## config.mk

```make
export PLATFORM = sky130hd
export DESIGN_NAME = button_press_duration_classifier_core
export DESIGN_NICKNAME = d
export VERILOG_FILES = /design/src/hw/rtl/bpdc_pkg.sv /design/src/hw/rtl/button_press_duration_classifier_core.sv /design/src/hw/rtl/bpdc_step.sv
export SDC_FILE = /design/constraint.sdc
export NUM_CORES = 1
export LEC_CHECK = 0
export BUFFER_PORTS_ARGS = -buffer_cell sky130_fd_sc_hd__buf_2
export CAP_MARGIN = 20
export CORE_MARGIN = 2
export CORE_UTILIZATION = 41
export CTS_BUF_LIST = sky130_fd_sc_hd__clkbuf_2
export CTS_CLUSTER_SIZE = 20
export DETAILED_ROUTE_END_ITERATION = 8
export GPL_ROUTABILITY_DRIVEN = 0
export PLACE_DENSITY = 0.63
export SETUP_SLACK_MARGIN = 0.5
export SLEW_MARGIN = 20
export SYNTH_ARGS = -nofsm -noshare
export SYNTH_HDL_FRONTEND = slang
export SYNTH_SLANG_ARGS = --single-unit
```

## constraint.sdc

```tcl
create_clock -name clk -period 8.2 [get_ports clk]
set_input_delay 1.64 -clock clk [delete_from_list [all_inputs] [get_ports clk]]
set_output_delay 1.64 -clock clk [all_outputs]
set_load 0.01 [all_outputs]
```

## src/hw/rtl/bpdc_pkg.sv

```systemverilog
// Shared types, codes and helpers for the button press duration classifier.
package bpdc_pkg;

	// Event codes carried in event_code
	localparam logic [2:0] EV_NONE    = 3'd0;
	localparam logic [2:0] EV_PRESSED = 3'd1;
	localparam logic [2:0] EV_SHORT   = 3'd2;
	localparam logic [2:0] EV_DFU     = 3'd3;
	localparam logic [2:0] EV_RESET   = 3'd4;

	// Configuration register indexes
	localparam int unsigned CFG_IDX_W = 2;
	localparam logic [CFG_IDX_W-1:0] REG_DEBOUNCE   = 2'd0;
	localparam logic [CFG_IDX_W-1:0] REG_DFU_HOLD   = 2'd1;
	localparam logic [CFG_IDX_W-1:0] REG_RESET_HOLD = 2'd2;
	localparam logic [CFG_IDX_W-1:0] REG_EDGE_EN    = 2'd3;

	localparam int unsigned CFG_DATA_W = 16;

	// Reset values of the configuration registers
	localparam logic [15:0] DEBOUNCE_RST   = 16'd50;
	localparam logic [15:0] DFU_HOLD_RST   = 16'd3000;
	localparam logic [15:0] RESET_HOLD_RST = 16'd10000;
	localparam logic        EDGE_EN_RST    = 1'b1;

	typedef struct packed {
		logic        level_pressed;
		logic        edge_pending;
		logic [31:0] now_ms;
	} in_word_t;

	typedef struct packed {
		logic [2:0]  event_code;
		logic        is_pressed;
		logic [15:0] press_total;
		logic [15:0] hold_total;
	} out_word_t;

	typedef struct packed {
		logic [15:0] debounce_ms;
		logic [15:0] dfu_hold_ms;
		logic [15:0] reset_hold_ms;
		logic        edge_enable;
	} cfg_t;

	typedef struct packed {
		logic        prior_level;
		logic        held_flag;
		logic [31:0] press_start;
		logic [2:0]  prior_event;
		logic [15:0] press_counter;
		logic [15:0] hold_counter;
	} state_t;

	// Hold event for a held button: reset, else DFU, skipping whichever would repeat the last event
	function automatic logic [2:0] hold_event(
		input logic       ge_reset,
		input logic       ge_dfu,
		input logic [2:0] last
	);
		logic [2:0] ev;
		ev = EV_NONE;
		if (ge_reset && (last != EV_RESET)) begin
			ev = EV_RESET;
		end else if (ge_dfu && (last != EV_DFU)) begin
			ev = EV_DFU;
		end
		return ev;
	endfunction

endpackage

```

## src/hw/rtl/button_press_duration_classifier_core.sv

```systemverilog
// Button press duration classifier: top level with config, state and pipeline registers.
// A poll word is held in the input register, its result word then in the result register.
// Throughput: one poll word per cycle; the classifier state updates in a single pass.
// A waiting result stalls intake only once the input register is full as well.
// Reset: arst_n clears state, counters and valids; config returns to 50/3000/10000 ms, edges on.
module button_press_duration_classifier_core (
	input  logic                                  clk,
	input  logic                                  arst_n,
	input  logic                                  in_valid,
	output logic                                  in_stall,
	input  bpdc_pkg::in_word_t                    in_word,
	output logic                                  out_valid,
	input  logic                                  out_stall,
	output bpdc_pkg::out_word_t                   out_word,
	input  logic                                  cfg_valid,
	output logic                                  cfg_ready,
	input  logic [bpdc_pkg::CFG_IDX_W-1:0]        cfg_index,
	input  logic [bpdc_pkg::CFG_DATA_W-1:0]       cfg_data
);

	bpdc_pkg::cfg_t      cfg_q;
	bpdc_pkg::state_t    state_q;
	bpdc_pkg::state_t    state_nxt;
	bpdc_pkg::in_word_t  word_s1;
	logic                valid_s1;
	bpdc_pkg::out_word_t word_s2;
	logic                valid_s2;
	bpdc_pkg::out_word_t res;
	logic                res_free;
	logic                advance;
	logic                take_in;

	assign cfg_ready = 1'b1;

	always_ff @(posedge clk or negedge arst_n) begin
		if (!arst_n) begin
			cfg_q.debounce_ms   <= bpdc_pkg::DEBOUNCE_RST;
			cfg_q.dfu_hold_ms   <= bpdc_pkg::DFU_HOLD_RST;
			cfg_q.reset_hold_ms <= bpdc_pkg::RESET_HOLD_RST;
			cfg_q.edge_enable   <= bpdc_pkg::EDGE_EN_RST;
		end else if (cfg_valid && cfg_ready) begin
			unique case (cfg_index)
				bpdc_pkg::REG_DEBOUNCE:   cfg_q.debounce_ms   <= cfg_data;
				bpdc_pkg::REG_DFU_HOLD:   cfg_q.dfu_hold_ms   <= cfg_data;
				bpdc_pkg::REG_RESET_HOLD: cfg_q.reset_hold_ms <= cfg_data;
				bpdc_pkg::REG_EDGE_EN:    cfg_q.edge_enable   <= cfg_data[0];
				default: ;
			endcase
		end
	end

	// Result register frees when empty or when its word is taken this cycle
	assign res_free = !valid_s2 || !out_stall;
	assign advance  = valid_s1 && res_free;
	assign in_stall = valid_s1 && !res_free;
	assign take_in  = in_valid && !in_stall;

	always_ff @(posedge clk or negedge arst_n) begin
		if (!arst_n) begin
			valid_s1 <= 1'b0;
		end else if (take_in || advance) begin
			valid_s1 <= take_in;
		end
	end

	always_ff @(posedge clk) begin
		if (take_in) begin
			word_s1 <= in_word;
		end
	end

	bpdc_step u_step (
		.cfg  (cfg_q),
		.cur  (state_q),
		.word (word_s1),
		.nxt  (state_nxt),
		.res  (res)
	);

	always_ff @(posedge clk or negedge arst_n) begin
		if (!arst_n) begin
			state_q <= '0;
		end else if (advance) begin
			state_q <= state_nxt;
		end
	end

	always_ff @(posedge clk or negedge arst_n) begin
		if (!arst_n) begin
			valid_s2 <= 1'b0;
		end else if (res_free) begin
			valid_s2 <= advance;
		end
	end

	always_ff @(posedge clk) begin
		if (advance) begin
			word_s2 <= res;
		end
	end

	assign out_valid = valid_s2;
	assign out_word  = word_s2;

endmodule

```

## src/hw/rtl/bpdc_step.sv

```systemverilog
// Next-state and result logic for one poll word.
module bpdc_step (
	input  bpdc_pkg::cfg_t      cfg,
	input  bpdc_pkg::state_t    cur,
	input  bpdc_pkg::in_word_t  word,
	output bpdc_pkg::state_t    nxt,
	output bpdc_pkg::out_word_t res
);

	logic        handled;
	logic        rise;
	logic        fall;
	logic        held_n;
	logic [31:0] start_n;
	logic [31:0] dur;
	logic        ge_reset;
	logic        ge_dfu;
	logic        ge_deb;
	logic [2:0]  ev_edge;
	logic [2:0] hold1;
	logic [2:0] ev_after;
	logic [2:0] prior_ev1;
	logic [2:0] hold2;
	logic [2:0] ev_final;
	logic [2:0] prior_ev_n;

	assign handled = word.edge_pending & cfg.edge_enable;
	assign rise    = handled & word.level_pressed & ~cur.prior_level;
	assign fall    = handled & ~word.level_pressed & cur.prior_level;

	assign start_n = rise ? word.now_ms : cur.press_start;
	assign held_n  = rise ? 1'b1 : (fall ? 1'b0 : cur.held_flag);

	// On a release start_n is still the old start, so one subtract serves all checks
	assign dur      = word.now_ms - start_n;
	assign ge_reset = dur >= {16'd0, cfg.reset_hold_ms};
	assign ge_dfu   = dur >= {16'd0, cfg.dfu_hold_ms};
	assign ge_deb   = dur >= {16'd0, cfg.debounce_ms};

	always_comb begin
		ev_edge = bpdc_pkg::EV_NONE;
		if (rise) begin
			ev_edge = bpdc_pkg::EV_PRESSED;
		end else if (fall) begin
			priority if (ge_reset) begin
				ev_edge = bpdc_pkg::EV_RESET;
			end else if (ge_dfu) begin
				ev_edge = bpdc_pkg::EV_DFU;
			end else if (ge_deb) begin
				ev_edge = bpdc_pkg::EV_SHORT;
			end else begin
				ev_edge = bpdc_pkg::EV_NONE;
			end
		end
	end

	// Hold check inside edge handling, only while the level reads pressed
	assign hold1    = (held_n & word.level_pressed)
		? bpdc_pkg::hold_event(ge_reset, ge_dfu, cur.prior_event) : bpdc_pkg::EV_NONE;
	assign ev_after = (hold1 != bpdc_pkg::EV_NONE) ? hold1 : ev_edge;
	assign prior_ev1 = handled ? ev_after : cur.prior_event;

	// Hold check on every poll; may alternate reset and DFU hold
	assign hold2 = held_n
		? bpdc_pkg::hold_event(ge_reset, ge_dfu, prior_ev1) : bpdc_pkg::EV_NONE;

	always_comb begin
		if (hold2 != bpdc_pkg::EV_NONE) begin
			ev_final   = hold2;
			prior_ev_n = hold2;
		end else begin
			ev_final   = handled ? ev_after : bpdc_pkg::EV_NONE;
			prior_ev_n = prior_ev1;
		end
	end

	always_comb begin
		nxt.prior_level   = handled ? word.level_pressed : cur.prior_level;
		nxt.held_flag     = held_n;
		nxt.press_start   = start_n;
		nxt.prior_event   = prior_ev_n;
		nxt.press_counter = cur.press_counter + {15'd0, rise};
		nxt.hold_counter  = cur.hold_counter + {15'd0, fall & (ge_reset | ge_dfu)};
	end

	always_comb begin
		res.event_code  = ev_final;
		res.is_pressed  = held_n;
		res.press_total = nxt.press_counter;
		res.hold_total  = nxt.hold_counter;
	end

endmodule
```

==> results by group, run 1 <==
Run status
  • Outcome: finished clean

Setup path
  • Worst reg2reg path depth: 30
  • Crit start category: register
  • Bufs and invs on worst path: 3
  • R2R setup slack: 1.16 ns
  • Worst path top cell family by delay: simple AND/OR/NAND/NOR gates
  • R2R Path End: out_word[15]$_DFFE_PP_
  • Critical path launch point: cfg_q[0]$_DFFE_PN1P_
  • Worst path slowest cell: dfstp_2
  • Max incr delay on CP: 0.64 ns
  • CP dominant cell by count: and3_1
  • CP Capture Type: register
  • Crit Path Max Fanout: 17
  • CP required: 8.84 ns
  • CP arrival: 7.68 ns
  • Setup CP Type: register to register
  • R2r startpoint: cfg_q[0]$_DFFE_PN1P_

Drt
  • Total number of vias: 8060
  • Routed wire per std cell: between 15 and 20 um
  • Drt via density: ~5.3
  • 1st-iter DRT viols: 834
  • ANT nets after route: 0
  • DR pass1 iterations: 5
  • DRC errors left: 0
  • Routed WL: 24.01 mm

Die
  • Effective utilization at floorplan: a little over two fifths
  • Core area: 26880 um2
  • Die Area: 28620 um2
  • Num rows: 60
  • Chip Width: 169.2 um
  • Die Span Y: roughly 170 um
  • # IOs: 96

Placement
  • PortBufs: 94
  • Post-DP HPWL: 17.54 mm
  • Placed Area: 11980 um2

Synth
  • Average size of a mapped cell: 10.37 um2
  • Async SR Flop Fraction: between 60 and 70%
  • Synthesized cell area: 11190 um2
  • Mapped Cells: 1079
  • Top cell type's share of synthesized area: 23.26%
  • Post-synth EDFFs: 70
  • Synthesis Warnings: 0
  • Flip-flop and latch count after synthesis: 190
  • Largest family of logic cells by synthesized area: compound AO/OA/AOI/OAI gates
  • Sequential fraction of the synthesis area: 45.81%
  • Post-Synth Adder-Cell Area: 9.417%
  • Mux contribution to synthesized area: under 10%
  • Synth Area in XOR/XNOR: 6.174%
  • Compound-cell area share of the yosys netlist: 14.25%
  • Post-synth cell types: 99
  • Simple-gate share of the synthesized area: 14.08%
  • Synth top area cells: dfrtp_1 23%, edfxtp_1 19%, ha_1 8.9%
  • Ys flop type: dfrtp_1
  • Synth area leader: dfrtp_1
  • Synth Net Count: approximately 1200

Worst hold path
  • Hold EP: state_q[31]$_DFFE_PN0P_
  • Hold_sp: state_q[31]$_DFFE_PN0P_
  • Cells on Worst Hold Path: 1
  • Worst Hold Class: register to register

Global routing
  • Antenna violations before repair: 1
  • Global-route wire length before repair: 39.27 mm
  • GRT overflow: 0
  • Vias in the first global route: 7637
  • Largest net degree at the start of global routing: between 60 and 70
  • GR Util All Layers: between 10% and 20%

STA
  • Clock skew: 0.03769 ns
  • Unrepaired setup endpoints after global routing: no
  • Slew @ Worst Pin: 0.9750 ns
  • # setup viols final: 0
  • Max Slew Vio Count: 0
  • Post-layout min period: ~7.0 ns
  • Final Hold Viols: 0
  • Slew Limit Headroom: 35.00%
  • Highest Clock Rate: 0.1421 GHz
  • Period utilisation layout: 85.82%
  • Sum Neg Setup Slack: 0 ns

Cells and area
  • Area grow syn2layout: 9.541%
  • Layout cell share with drive strength beyond 1: 19.68%
  • Design area: 12250 um2
  • Final Net Count: 1299

Pwr
  • Leak: 5.449 nW
  • Peak supply drop: 126.6 uV
  • PwrDens: 295.3 nW/um2

Run
  • Max_cap viols: 0

Clock tree
  • Clock latency on the worst-skew pair: 0.84 ns
  • Sink count of the clock tree: 190
  • Clk buf depth: 2
  • CTS tree: done
  • Clock-pin slew on the worst setup and hold paths: 0.33 ns
  • H-tree depth: 4
  • Clock root buffer: clkbuf_2
  • Total CTS buffers: 17
==> worst max-delay path by stage <==
stage | endpoint | slack [ns] | cells past startpoint
after detailed placement | out_word[15]$_DFFE_PP_ | 1.04 | 30
final | out_word[15]$_DFFE_PP_ | 1.16 | 30
after floorplan | out_word[15]$_DFFE_PP_ | 1.59 | 31
after CTS | state_q[14]$_DFFE_PN0P_ | 1.02 | 31
after global routing | state_q[14]$_DFFE_PN0P_ | 0.51 | 31
after global placement | out_word[15]$_DFFE_PP_ | 1.31 | 27
==> worst register-to-register path, delay by kind of cell (launching register included) <==
| kind | cells | cell delay (ns) |
|---|---|---|
| AO/OA/AOI/OAI | 9 | 1.96 |
| AND/OR/NAND/NOR | 13 | 2.42 |
| multiplexers | 1 | 0.26 |
| XOR/XNOR | 1 | 0.14 |
| adder cells (fa/ha/maj) | 3 | 0.77 |
| buffers and inverters | 3 | 0.69 |
| flip-flops | 1 | 0.64 |
==> cell usage in the layout (no fill, tap or decap), drive strengths merged, types with 8 or more instances in the layout <==
| cell | n |
|---|---|
| nand3 | 21 |
| nor2 | 52 |
| dfrtp | 104 |
| a31oi | 11 |
| clkinv | 8 |
| clkbuf | 17 |
| o21ai | 81 |
| and3 | 14 |
| nand2b | 17 |
| ha | 80 |
| dfstp | 16 |
| buf | 102 |
| a21oi | 51 |
| edfxtp | 70 |
| inv | 72 |
| nor2b | 9 |
| nand4 | 15 |
| mux2 | 40 |
| xnor2 | 39 |
| and2 | 8 |
| a21o | 17 |
| nor3 | 12 |
| mux2i | 27 |
| xor2 | 39 |
| nand2 | 137 |
==> cells in the mapped netlist, types with 16 or more instances <==
cell type / n
clkbuf_1: 30
inv_1: 64
edfxtp_1: 70
dfrtp_1: 104
a21oi_1: 49
ha_1: 80
xor2_1: 38
nand2_1: 137
o21ai_0: 75
nand3_1: 21
nand2b_1: 17
nor2_1: 51
a21o_1: 17
dfstp_2: 16
mux2_2: 40
xnor2_1: 39
mux2i_1: 27
==> per-stage QoR <==
stage          setup slack, ns  power [mW]  utilization [%]  hold WS (ns)  std cells
6_report                 1.163       3.619            45.60        0.5112       1516
5_1_grt                 0.5141       3.939            45.60        0.5331       1516
4_1_cts                  1.016       3.623            45.59        0.5153       1515
3_5_place_dp             1.044       3.094            44.56        0.4649       1483
3_3_place_gp             1.313       3.070            44.56        0.4622       1483
2_1_floorplan            1.590       2.640                -        0.4457       1079
==> metal layers <==
metal  routed length (um)  global-route usage (%)
met1                11530                   23.69
met2                11160                   27.86
met3                  907                   3.008
met4                  421                   4.868
met5                    0                       0
==> state kept, by name, indices dropped and copies added (netlist names) <==
signal     cells
word_s1       34
out_word      36
state_q       69
out_valid      1
cfg_q         49
valid_s1       1
==> power by group <==
part / internal, mW / total [mW] / switching [mW]
registers: 1.16 / 1.27 / 0.101
clock network: 0.112 / 0.514 / 0.402
logic: 0.753 / 1.84 / 1.09
total: 2.03 / 3.62 / 1.59
==> timing repair <==
item	CTS	global route
setup endpoints to repair	0	8
resized for setup	0	1
hold buffers	0	0
setup buffers	0	0
==> kinds of logic (layout without fill, tap and decap cells) <==
family	Yosys count	after routing
AND/OR/NAND/NOR	321	321
XOR/XNOR	78	78
multiplexers	67	67
AO/OA/AOI/OAI	234	234
flip-flops	190	190
buffers and inverters	104	199
other	1	2
adder cells (fa/ha/maj)	84	84
==> layout make-up <==
cell class                 instances  area (um2)
fill                            2530       14620
multi-input combinational        785        5647
sequential                       190        5125
timing repair buffer             102       533.0
tap                              341       426.7
inverter                          65       244.0
clock inverter                    15       191.4
clock buffer                      17       85.08
antenna                            1       2.502
Power figures use the tool's default switching activity.
==> run 2, diff against run 1 <==
PLACE_DENSITY = 0.66   (was 0.63)
clock period = 6.4 ns   (was 8.2 ns; I/O delays follow)
==> run 2 against run 1 <==
Net effect:
- flip-flop and latch count stayed put
- count of clock-buffer cells in the layout stayed put
- critical path depth up 1
- fmax rose by 22%
- final cell count up 1.6%
- register-to-register slack got worse by 0.54 ns
- first-iteration DRC count is 14% lower
- sequential power is 29% higher
- global-route usage is 0.68 points higher
- clock skew rose by 0.0017 ns
- total power increased by 35%
- final area up 4.5%
==> results by group, run 2 (synthesized netlist as in run 1, its figures left out) <==
Clock tree
  • Clock-pin slew on the worst setup and hold paths: 0.31 ns
  • Clock latency on the worst-skew pair: 0.80 ns
  • Hold Buf Count CTS: 0
  • CTS tree: done
  • Clock root buffer: clkbuf_2
  • Clk buf depth: 2
  • Total CTS buffers: 17
  • Sink count of the clock tree: between 150 and 200
  • H-tree depth: 4

Die
  • Core area: 26880 um2
  • Chip Width: about 170 um
  • Die Area: 28620 um2
  • Num rows: 60
  • # IOs: 96
  • Die Span Y: 169.2 um
  • Effective utilization at floorplan: 41.62%

Cells and area
  • Post-layout util: a little under half
  • Non-filler cells in the finished layout: 1540
  • Area grow syn2layout: 14.52%
  • Largest Register: state_q
  • Design area: approximately 13000 um2
  • Layout cell share with drive strength beyond 1: 25.79%
  • Largest register FFs: 69
  • Final Net Count: 1323
  • Commonest non-fill, non-tap cells in the layout: 134 x nand2_1, 104 x dfrtp_1, 93 x buf_2
  • Most common cell after layout, fill and taps aside: nand2_1

Setup path
  • Crit Path Max Fanout: 7
  • CP arrival: between 6 and 7 ns
  • CP Capture Type: register
  • Worst path slowest cell: dfstp_2
  • Worst path top cell family by delay: simple AND/OR/NAND/NOR gates
  • Crit start category: register
  • Max incr delay on CP: 0.63 ns
  • CP dominant cell by count: and3_4
  • Bufs and invs on worst path: 3
  • CP required: 7.02 ns
  • Setup CP Type: register to register
  • R2R setup slack: 0.62 ns

Global routing
  • Vias in the first global route: 8174
  • Largest net degree at the start of global routing: 76
  • Antenna violations before repair: 1
  • GRT overflow: 0
  • GR Util All Layers: about 18%
  • Global-route wire length before repair: 41.06 mm

Drt
  • ANT nets after route: 0
  • DR pass1 iterations: 5
  • DRC errors left: 0
  • Routed wire per std cell: 16.14 um
  • Total number of vias: 8248
  • 1st-iter DRT viols: 714
  • Routed WL: 24.86 mm
  • Drt via density: approximately 5.4

Pwr
  • Peak supply drop: between 100 and 150 uV
  • Leak: 5.591 nW
  • PwrDens: 380.9 nW/um2
  • Total power: 4.879 mW

Run status
  • Outcome: finished clean

Placement
  • PortBufs: 94
  • Post-DP HPWL: between 15 and 20 mm
  • Setup WS pre-CTS: 0.1628 ns
  • Placed Instances: 1486
  • Placed Area: 12080 um2

STA
  • Highest Clock Rate: 0.1730 GHz
  • Max Slew Vio Count: 0
  • Worst setup margin: 0.6209 ns
  • Post-layout min period: 5.779 ns
  • Unrepaired setup endpoints after global routing: yes
  • Slew Limit Headroom: 34.23%
  • # setup viols final: 0
  • Sum Neg Setup Slack: 0 ns
  • Hold Slack: about 0.42 ns
  • Clock skew: just under 0.04 ns
  • Slew @ Worst Pin: just under 1 ns
  • Final Hold Viols: 0
  • Period utilisation layout: 90.30%

Run
  • Max_cap viols: 0

Worst hold path
  • Worst Hold Class: input pin to asynchronous set/reset pin
## run 2: cell type report
cell class / count / area (um2)
Fill cell: 2496 / 14060
Multi-Input combinational cell: 785 / 6002
Sequential cell: 190 / 5125
Timing Repair Buffer: 126 / 757.0
Tap cell: 341 / 426.7
Inverter: 65 / 249.0
Clock inverter: 15 / 163.9
Clock buffer: 17 / 85.08
Antenna cell: 1 / 2.502
## run 2: worst reg2reg max path, delay by kind of cell, from the launching register on
family,cells,cell delay [ns]
AND/OR/NAND/NOR,14,2.13
AO/OA/AOI/OAI,9,1.30
adder cells (fa/ha/maj),3,0.86
flip-flops,1,0.63
buffers and inverters,3,0.39
XOR/XNOR,2,0.30
## run 2: worst paths after layout
kind	startpoint	to	cells past startpoint
worst max-delay path	cfg_q[0]$_DFFE_PN1P_	out_word[15]$_DFFE_PP_	31
worst min-delay path	arst_n	state_q[40]$_DFFE_PN0P_	2
worst max register to register	cfg_q[0]$_DFFE_PN1P_	out_word[15]$_DFFE_PP_	31
worst min register to register	state_q[15]$_DFFE_PN0P_	state_q[15]$_DFFE_PN0P_	1
max in group asynchronous	arst_n	cfg_q[21]$_DFFE_PN1P_	3
min in group clk	state_q[15]$_DFFE_PN0P_	state_q[15]$_DFFE_PN0P_	1
## run 2: repair_timing
action	CTS	global route
pin swaps	13	19
resized for setup	21	47
setup buffers	9	11
endpoints found under the setup margin	10	16
hold endpoints to repair	0	0
## run 2: report_power, final
part	switching (mW)	internal, mW	total [mW]
clock network	0.484	0.164	0.648
logic	1.48	1.12	2.60
registers	0.144	1.49	1.64
total	2.11	2.77	4.88
## run 2: metal layers
layer,GRT usage [%],routed length (um)
met5,0,0
met4,5.425,558
met3,2.962,910
met2,30.42,12120
met1,23.36,11270
